===== src/sv/des_key_schedule_macros.svh =====
// Assertion helpers for the DES key schedule.
`ifndef DES_KEY_SCHEDULE_MACROS_SVH
`define DES_KEY_SCHEDULE_MACROS_SVH

`ifndef NO_ASSERTIONS

// Same-cycle implication, checked outside reset.
`define DKS_ASSERT_NOW(label, clk, rst_n, ante, cons, msg) \
  label: assert property (@(posedge clk) disable iff (!rst_n) (ante) |-> (cons)) \
    else $error(msg);

// Next-cycle implication, checked outside reset.
`define DKS_ASSERT_NEXT(label, clk, rst_n, ante, cons, msg) \
  label: assert property (@(posedge clk) disable iff (!rst_n) (ante) |=> (cons)) \
    else $error(msg);

`else

`define DKS_ASSERT_NOW(label, clk, rst_n, ante, cons, msg)
`define DKS_ASSERT_NEXT(label, clk, rst_n, ante, cons, msg)

`endif

`endif


===== src/sv/dks_pkg.sv =====
package dks_pkg;

  localparam int ROUNDS      = 16;
  localparam int HALF_BITS   = 28;
  localparam int CD_BITS     = 2 * HALF_BITS;
  localparam int SUBKEY_BITS = 48;
  localparam int KEY_BITS    = 64;
  localparam int IDX_BITS    = $clog2(ROUNDS);
  localparam int ROT_BITS    = $clog2(HALF_BITS);

  localparam logic [IDX_BITS-1:0] LAST_IDX = IDX_BITS'(ROUNDS - 1);

  // One subkey slot of the chain.
  typedef struct packed {
    logic                   valid;
    logic [SUBKEY_BITS-1:0] key;
    logic [IDX_BITS-1:0]    idx;
  } ks_beat_t;

  typedef struct packed {
    logic load;
    logic shift;
  } ks_ctl_t;

  // Key position (0 = key bit 63) feeding each C|D bit.
  localparam logic [5:0] PC1_TAB [CD_BITS] = '{
    6'd56, 6'd48, 6'd40, 6'd32, 6'd24, 6'd16, 6'd8,  6'd0,  6'd57, 6'd49, 6'd41, 6'd33,
    6'd25, 6'd17, 6'd9,  6'd1,  6'd58, 6'd50, 6'd42, 6'd34, 6'd26, 6'd18, 6'd10, 6'd2,
    6'd59, 6'd51, 6'd43, 6'd35, 6'd62, 6'd54, 6'd46, 6'd38, 6'd30, 6'd22, 6'd14, 6'd6,
    6'd61, 6'd53, 6'd45, 6'd37, 6'd29, 6'd21, 6'd13, 6'd5,  6'd60, 6'd52, 6'd44, 6'd36,
    6'd28, 6'd20, 6'd12, 6'd4,  6'd27, 6'd19, 6'd11, 6'd3
  };

  // C|D position (0 = first bit of C) feeding each subkey bit.
  localparam logic [5:0] PC2_TAB [SUBKEY_BITS] = '{
    6'd13, 6'd16, 6'd10, 6'd23, 6'd0,  6'd4,  6'd2,  6'd27, 6'd14, 6'd5,  6'd20, 6'd9,
    6'd22, 6'd18, 6'd11, 6'd3,  6'd25, 6'd7,  6'd15, 6'd6,  6'd26, 6'd19, 6'd12, 6'd1,
    6'd40, 6'd51, 6'd30, 6'd36, 6'd46, 6'd54, 6'd29, 6'd39, 6'd50, 6'd44, 6'd32, 6'd47,
    6'd43, 6'd48, 6'd38, 6'd55, 6'd33, 6'd52, 6'd45, 6'd41, 6'd49, 6'd35, 6'd28, 6'd31
  };

  // Total left rotation of the halves at each round, mod 28.
  localparam logic [ROT_BITS-1:0] ENC_ROT_CUM [ROUNDS] = '{
    5'd1,  5'd2,  5'd4,  5'd6,  5'd8,  5'd10, 5'd12, 5'd14,
    5'd15, 5'd17, 5'd19, 5'd21, 5'd23, 5'd25, 5'd27, 5'd0
  };

  // Decrypt rotates right; stored as the equivalent left amount.
  localparam logic [ROT_BITS-1:0] DEC_ROT_CUM [ROUNDS] = '{
    5'd0,  5'd27, 5'd25, 5'd23, 5'd21, 5'd19, 5'd17, 5'd15,
    5'd14, 5'd12, 5'd10, 5'd8,  5'd6,  5'd4,  5'd2,  5'd1
  };

  function automatic logic [CD_BITS-1:0] pc1(input logic [KEY_BITS-1:0] k);
    logic [CD_BITS-1:0] cd;
    for (int i = 0; i < CD_BITS; i++) begin
      cd[CD_BITS-1-i] = k[KEY_BITS-1-int'(PC1_TAB[i])];
    end
    return cd;
  endfunction

  function automatic logic [SUBKEY_BITS-1:0] pc2(input logic [CD_BITS-1:0] cd);
    logic [SUBKEY_BITS-1:0] r;
    for (int i = 0; i < SUBKEY_BITS; i++) begin
      r[SUBKEY_BITS-1-i] = cd[CD_BITS-1-int'(PC2_TAB[i])];
    end
    return r;
  endfunction

  function automatic logic [ROT_BITS-1:0] rot_amt(input logic [IDX_BITS-1:0] idx,
                                                  input logic cmd);
    return cmd ? DEC_ROT_CUM[idx] : ENC_ROT_CUM[idx];
  endfunction

  function automatic logic [HALF_BITS-1:0] rotl28(input logic [HALF_BITS-1:0] x,
                                                 input logic [ROT_BITS-1:0] n);
    logic [2*HALF_BITS-1:0] dbl;
    dbl = {x, x} << n;
    return dbl[2*HALF_BITS-1:HALF_BITS];
  endfunction

endpackage


===== src/sv/dks_cell.sv =====
module dks_cell (
  input  logic                            clk,
  input  logic                            rst_n,
  input  dks_pkg::ks_ctl_t                ctl_i,
  input  logic [dks_pkg::CD_BITS-1:0]     cd_i,
  input  logic                            cmd_i,
  input  logic [dks_pkg::IDX_BITS-1:0]    idx_i,
  input  dks_pkg::ks_beat_t               nb_i,
  output dks_pkg::ks_beat_t               beat_o
);
  import dks_pkg::*;

  logic [ROT_BITS-1:0]  rot;
  logic [HALF_BITS-1:0] c_rot;
  logic [HALF_BITS-1:0] d_rot;
  ks_beat_t             beat_r;
  ks_beat_t             beat_nxt;

  // halves rotated to this slot's round
  always_comb begin
    rot   = rot_amt(idx_i, cmd_i);
    c_rot = rotl28(cd_i[CD_BITS-1:HALF_BITS], rot);
    d_rot = rotl28(cd_i[HALF_BITS-1:0], rot);
  end

  always_comb begin
    beat_nxt = beat_r;
    if (ctl_i.load) begin
      beat_nxt.valid = 1'b1;
      beat_nxt.key   = pc2({c_rot, d_rot});
      beat_nxt.idx   = idx_i;
    end else if (ctl_i.shift) begin
      beat_nxt = nb_i;
    end
  end

  // only the valid bit is reset; key and index follow it
  always_ff @(posedge clk) begin
    if (!rst_n) begin
      beat_r.valid <= 1'b0;
    end else begin
      beat_r.valid <= beat_nxt.valid;
    end
    beat_r.key <= beat_nxt.key;
    beat_r.idx <= beat_nxt.idx;
  end

  assign beat_o = beat_r;

endmodule


===== src/sv/des_key_schedule.sv =====
// DES key schedule.
// Input channel (in_*): one beat carries a 64-bit key in in_tdata and the
// direction in in_tuser (0 = encrypt order K1..K16, 1 = decrypt K16..K1).
// Output channel (out_*): sixteen beats per key, one subkey each. out_tdata
// holds the 48-bit subkey and its 4-bit position in the run; out_tlast
// marks the sixteenth beat.
// A key beat lands in a one-deep holding register after PC-1. When the
// subkey chain is free, all sixteen cells load their subkeys together;
// the chain then shifts one cell toward the output on each taken beat.
// With the chain empty, an accepted key passes the holding register and
// then the cell registers before its first subkey is valid at the output.
// The key rate is bounded by the single output port, which drains
// the sixteen-cell chain. The next key reloads the chain in the same cycle
// the previous run's last beat is taken, so runs follow with no gap, and
// the holding register takes the key after that during the current run.
// A stalled receiver freezes the chain; the held key waits, in_tready drops.
// Reset (rst_n low, synchronous) empties the chain and the holding register.
`include "des_key_schedule_macros.svh"

module des_key_schedule (
  input  logic        clk,
  input  logic        rst_n,
  input  logic        in_tvalid,
  output logic        in_tready,
  input  logic [63:0] in_tdata,   // [63:0] key_bits
  input  logic        in_tuser,   // [0] command
  output logic        out_tvalid,
  input  logic        out_tready,
  output logic [55:0] out_tdata,  // [47:0] round_key, [51:48] round_index, [55:52] zero
  output logic        out_tlast
);
  import dks_pkg::*;

  // Holding register, key already through PC-1.
  logic               pend_v_r;
  logic               pend_v_nxt;
  logic [CD_BITS-1:0] pend_cd_r;
  logic               pend_cmd_r;

  ks_ctl_t  ctl;
  ks_beat_t beat [ROUNDS];
  ks_beat_t nb   [ROUNDS];

  logic in_acc;
  logic out_acc;

  assign in_tready = !pend_v_r;
  assign in_acc    = in_tvalid && in_tready;
  assign out_acc   = out_tvalid && out_tready;

  // Load only when nothing but the outgoing last beat is left in the chain.
  assign ctl.load  = pend_v_r && !beat[1].valid && (!beat[0].valid || out_tready);
  assign ctl.shift = out_acc;

  assign pend_v_nxt = (pend_v_r && !ctl.load) || in_acc;

  always_ff @(posedge clk) begin
    if (!rst_n) begin
      pend_v_r <= 1'b0;
    end else begin
      pend_v_r <= pend_v_nxt;
    end
  end

  always_ff @(posedge clk) begin
    if (in_acc) begin
      pend_cd_r  <= pc1(in_tdata);
      pend_cmd_r <= in_tuser;
    end
  end

  // Row of subkey cells; cell 0 faces the output.
  for (genvar g = 0; g < ROUNDS; g++) begin : g_cell
    if (g == ROUNDS - 1) begin : g_tail
      assign nb[g] = '0;
    end else begin : g_mid
      assign nb[g] = beat[g+1];
    end

    dks_cell u_cell (
      .clk    (clk),
      .rst_n  (rst_n),
      .ctl_i  (ctl),
      .cd_i   (pend_cd_r),
      .cmd_i  (pend_cmd_r),
      .idx_i  (IDX_BITS'(g)),
      .nb_i   (nb[g]),
      .beat_o (beat[g])
    );
  end

  assign out_tvalid = beat[0].valid;
  assign out_tdata  = {{(56 - SUBKEY_BITS - IDX_BITS){1'b0}}, beat[0].idx, beat[0].key};
  assign out_tlast  = (beat[0].idx == LAST_IDX);

  // Run stays in order: a taken non-last beat is followed by its successor.
  `DKS_ASSERT_NEXT(a_idx_step, clk, rst_n, out_acc && !out_tlast,
    out_tvalid && (beat[0].idx == $past(beat[0].idx) + 4'd1), "subkey run broken")
  // A reload never lands on a run still in the chain.
  `DKS_ASSERT_NOW(a_load_empty, clk, rst_n, ctl.load,
    !beat[1].valid && !beat[ROUNDS-1].valid, "chain reloaded while busy")
  // A filled tail cell implies filled cells at the output end.
  `DKS_ASSERT_NOW(a_contig, clk, rst_n, beat[ROUNDS-1].valid,
    beat[0].valid && beat[1].valid, "gap in subkey chain")
  // Only the last beat may sit alone at the output.
  `DKS_ASSERT_NOW(a_last_alone, clk, rst_n, out_tvalid && !beat[1].valid,
    out_tlast, "run ended early")

endmodule

===== config.mk =====
export PLATFORM = sky130hd
export DESIGN_NAME = des_key_schedule
export DESIGN_NICKNAME = d
export VERILOG_FILES = /design/src/sv/dks_pkg.sv /design/src/sv/dks_cell.sv /design/src/sv/des_key_schedule.sv
export VERILOG_INCLUDE_DIRS = /design/src /design/src/sv
export SDC_FILE = /design/constraint.sdc
export NUM_CORES = 2
export LEC_CHECK = 0
export ABC_AREA = 0
export ABC_CLOCK_PERIOD_IN_PS = 16070
export BUFFER_PORTS_ARGS = -buffer_cell sky130_fd_sc_hd__buf_2
export CORE_ASPECT_RATIO = 1.5
export CORE_UTILIZATION = 60
export DETAILED_ROUTE_END_ITERATION = 10
export PLACE_DENSITY = 0.76
export SETUP_SLACK_MARGIN = 0.4
export SYNTH_ARGS = -nofsm -noshare
export SYNTH_HDL_FRONTEND = slang
export SYNTH_SLANG_ARGS = --single-unit
export TNS_END_PERCENT = 100

===== constraint.sdc =====
create_clock -name clk -period 16.07 [get_ports clk]
set_input_delay 2.4105 -clock clk [delete_from_list [all_inputs] [get_ports clk]]
set_output_delay 2.4105 -clock clk [all_outputs]
set_load 0.03 [all_outputs]

==> results.py <==
metrics = {
    "setup_path": {
        "cp_data_arrival_time_ns": 6.94,
        "crit_fanout": 194,
        "cp-start-kind": "input pin",
        "path_buf_inv": 5,
        "crit_chain": "buf_2 > nand2_2 > o21ai_4 > buf_4 > buf_12 > buf_4 > buf_12",
        "required_ns": 16.34,
        "crit_family": "buffers and inverters",
        "crit_slowest_cell": "buf_4",
        "setup.worst_path.end_class": "flip-flop",
        "path_class": "in -> reg",
        "reg2reg_slack_ns": 10.76,
        "slowest_delay_ns": 0.86,
    },
    "detailed_routing": {
        "wl_met1_um": 37300,
        "drt_iter0_markers": 3990,
        "wl_met3_um": 7260,
        "first_pass_iters": 6,
        "postRouteAntennaNets": 0,
        "drcViolationCount": 0,
        "routed.top_layer": "met4",
        "wire_per_inst_um": 26.6,
        "route.met2.wl_um": 52200,
        "vias": 25500,
        "vias_per_cell": 6.54,
        "routed_wl_um": 104000,
    },
    "cts": {
        "cts_resized": 0,
        "holdBufCountCts": 0,
        "insertion_delay_ns": 0.65,
        "htree_levels": 3,
        "cts_root_buffer": "clkbuf_16",
        "cts_setup_buffers": 0,
        "cts_sinks": 899,
        "cts_tree": "built",
        "clkTransAtPathRegs_ns": 0.06,
        "clk_path_buf_depth": 3,
        "cts_made_buffers": 83,
    },
    "synth": {
        "synth.avg_cell_area_sq_um": 13.1,
        "synth_top_area_share": 0.616,
        "synthSimpleGateAreaFrac": 0.102,
        "synthAdderAreaFrac": 0,
        "yosysTopAreaCell": "edfxtp_1",
        "synth_compound_gate_area_share": 0.190,
        "ys_ff_latch": 899,
        "synth_top_family_by_area": "compound AO/OA/AOI/OAI gates",
        "muxShareOfSynthArea": 0.00128,
        "ys_top_cells_by_area": "edfxtp_1 62%, o2bb2ai_1 11%, nor2_1 6.0%",
        "yosys_warnings": 0,
        "synthXorXnorAreaFrac": 0,
        "netlist_instances": 3070,
        "ys_types": 33,
        "syn_area_sq_mm": 0.0402,
        "synth_seq_area_share": 0.653,
    },
    "placement": {
        "hpwlAfterDp_um": 64000,
        "io_buffers": 115,
        "place_inst": 3745,
        "dpl-instance-area_sq_mm": 0.0403,
        "gp_congestion": 0.933,
    },
    "floorplan": {
        "die_area_sq_mm": 0.0681,
        "die_w_um": 213,
        "core_sq_mm": 0.0659,
        "die_h_um": 319,
        "rows": 115,
        "num_io_pins": 128,
        "initial_core_util": 0.610,
    },
    "global_route": {
        "antenna_found_initial": 0,
        "overflow": 0,
        "grt_pass1_wl_um": 153000,
        "grt_max_degree": 232,
        "grt_pass1_vias": 24600,
        "grt_use_total": 0.305,
    },
    "sta": {
        "rsz0062_at_grt": "no",
        "fin_skew_ns": 0.0212,
        "fin_crit_sh": 0.415,
        "slew_headroom": 0.106,
        "setup_viol": 0,
        "fmax_ghz": 0.150,
        "setup_tns_ns": 0,
        "hold_violations": 0,
        "fin_hold_ws_ns": 0.454,
        "worst_pin_slew_ns": 1.34,
        "slew_violations": 0,
        "fin_crit_ns": 6.67,
    },
    "power": {
        "leakage_uw": 0.0147,
        "p_sw_frac": 0.262,
        "intPower_uw": 4180,
        "ir_drop_v": 0.0000816,
        "powerDensity_mw_per_mm2": 132,
        "switching_power_uw": 1480,
        "pwr-share-comb": 0.121,
        "power_frac_seq": 0.529,
        "clkPwrFrac": 0.350,
        "total_power_uw": 5660,
    },
    "job": {
        "max-cap-violations": 0,
    },
    "layout": {
        "design_area_sq_mm": 0.0429,
        "diodes": 0,
        "final_nets": 3022,
        "instances_no_fill": 3898,
        "area_delta_synth_final_pct": 6.73,
        "drive_gt1_frac": 0.150,
    },
    "worst_hold_path": {
        "hold_class": "reg -> reg",
    },
    "outcome": {
        "outcome": "finished, final reports clean",
    },
}
## path summary, 6_finish.rpt
kind / start / endpoint / depth (start not counted)
setup / recovery: out_tready / g_cell[13].u_cell.beat_o[39] / 7
hold / removal: g_cell[4].u_cell.beat_o[3] / g_cell[3].u_cell.beat_o[3] / 2
setup reg to reg: g_cell[0].u_cell.beat_o[52] / g_cell[13].u_cell.beat_o[39] / 6
hold reg to reg: g_cell[4].u_cell.beat_o[3] / g_cell[3].u_cell.beat_o[3] / 2
## per-stage QoR
stage,setup WS (ns),util
finish,9.40,0.651
global route,9.29,0.651
CTS,9.60,0.651
detailed placement,8.91,0.611
global placement,9.05,0.611
floorplan,3.27,-
## area by class of cell
class                           count  area [sq um]
Clock buffer                       98          2180
Multi-Input combinational cell   1797         11800
Timing Repair Buffer              169          1040
Sequential cell                   899         26300
Inverter                            3          11.3
Tap cell                          877          1100
Clock inverter                     55           494
Fill cell                        4809         23000
## tightest hold or removal path, stage by stage, from the launching register on
cell	delay, ns
dfxtp_1	0.31
nand2_1	0.05
a21oi_1	0.05
## registers in the layout, indices dropped and copies added, names as in the netlist
register	count
g_cell.u_cell.beat_o	841
pend_cd_r	56
pend_cmd_r	1
pend_v_r	1
## cells in the final DEF (no fill, tap or decap), types with 29 or more instances in the layout
cell	n
edfxtp_1	825
nor2_1	640
o2bb2ai_1	493
nand2_1	180
o2bb2ai_2	130
buf_2	115
clkbuf_16	84
dfxtp_1	74
and2_1	56
a21o_1	50
buf_4	49
a22o_1	47
nor2b_1	46
a21oi_1	32
a211oi_1	29
## synth_stat cells (all sizes together)
| master | number |
|---|---|
| nor2 | 641 |
| clkbuf | 80 |
| mux2i | 4 |
| and4 | 1 |
| inv | 3 |
| a21oi | 32 |
| o211a | 1 |
| or2 | 1 |
| o21ai | 3 |
| nor3 | 4 |
| a22o | 47 |
| edfxtp | 825 |
| a21o | 50 |
| dfxtp | 74 |
| a21boi | 2 |
| nand3 | 24 |
| mux2 | 1 |
| o221a | 13 |
| nor2b | 58 |
| nand2b | 19 |
| conb | 1 |
| o2bb2ai | 623 |
| and2 | 58 |
| nand2 | 181 |
| a31oi | 1 |
| a211oi | 29 |
| buf | 294 |
## power groups by stage
| stage | Combinational, uW | Sequential, uW | Clock (uW) |
|---|---|---|---|
| after floorplan | 518 | 3090 | 0 |
| after global placement | 649 | 3030 | 0 |
| after detailed placement | 672 | 3040 | 0 |
| after CTS | 674 | 3000 | 2000 |
| after global routing | 728 | 3020 | 2090 |
| final | 683 | 3000 | 1980 |
## metal layers
metal / vias to the layer above / track usage
li1: 11200 / -
met1: 12600 / 0.375
met2: 1349 / 0.510
met3: 354 / 0.0382
met4: 0 / 0.186
met5: - / 0
## cells by family (layout without fill, tap and decap cells)
logic type,Yosys count,after routing
AND/OR/NAND/NOR,987,987
AO/OA/AOI/OAI,801,801
flip-flops,899,899
buffers and inverters,377,325
other,1,4
multiplexers,5,5
No activity file was read; power rests on OpenSTA's default activity.
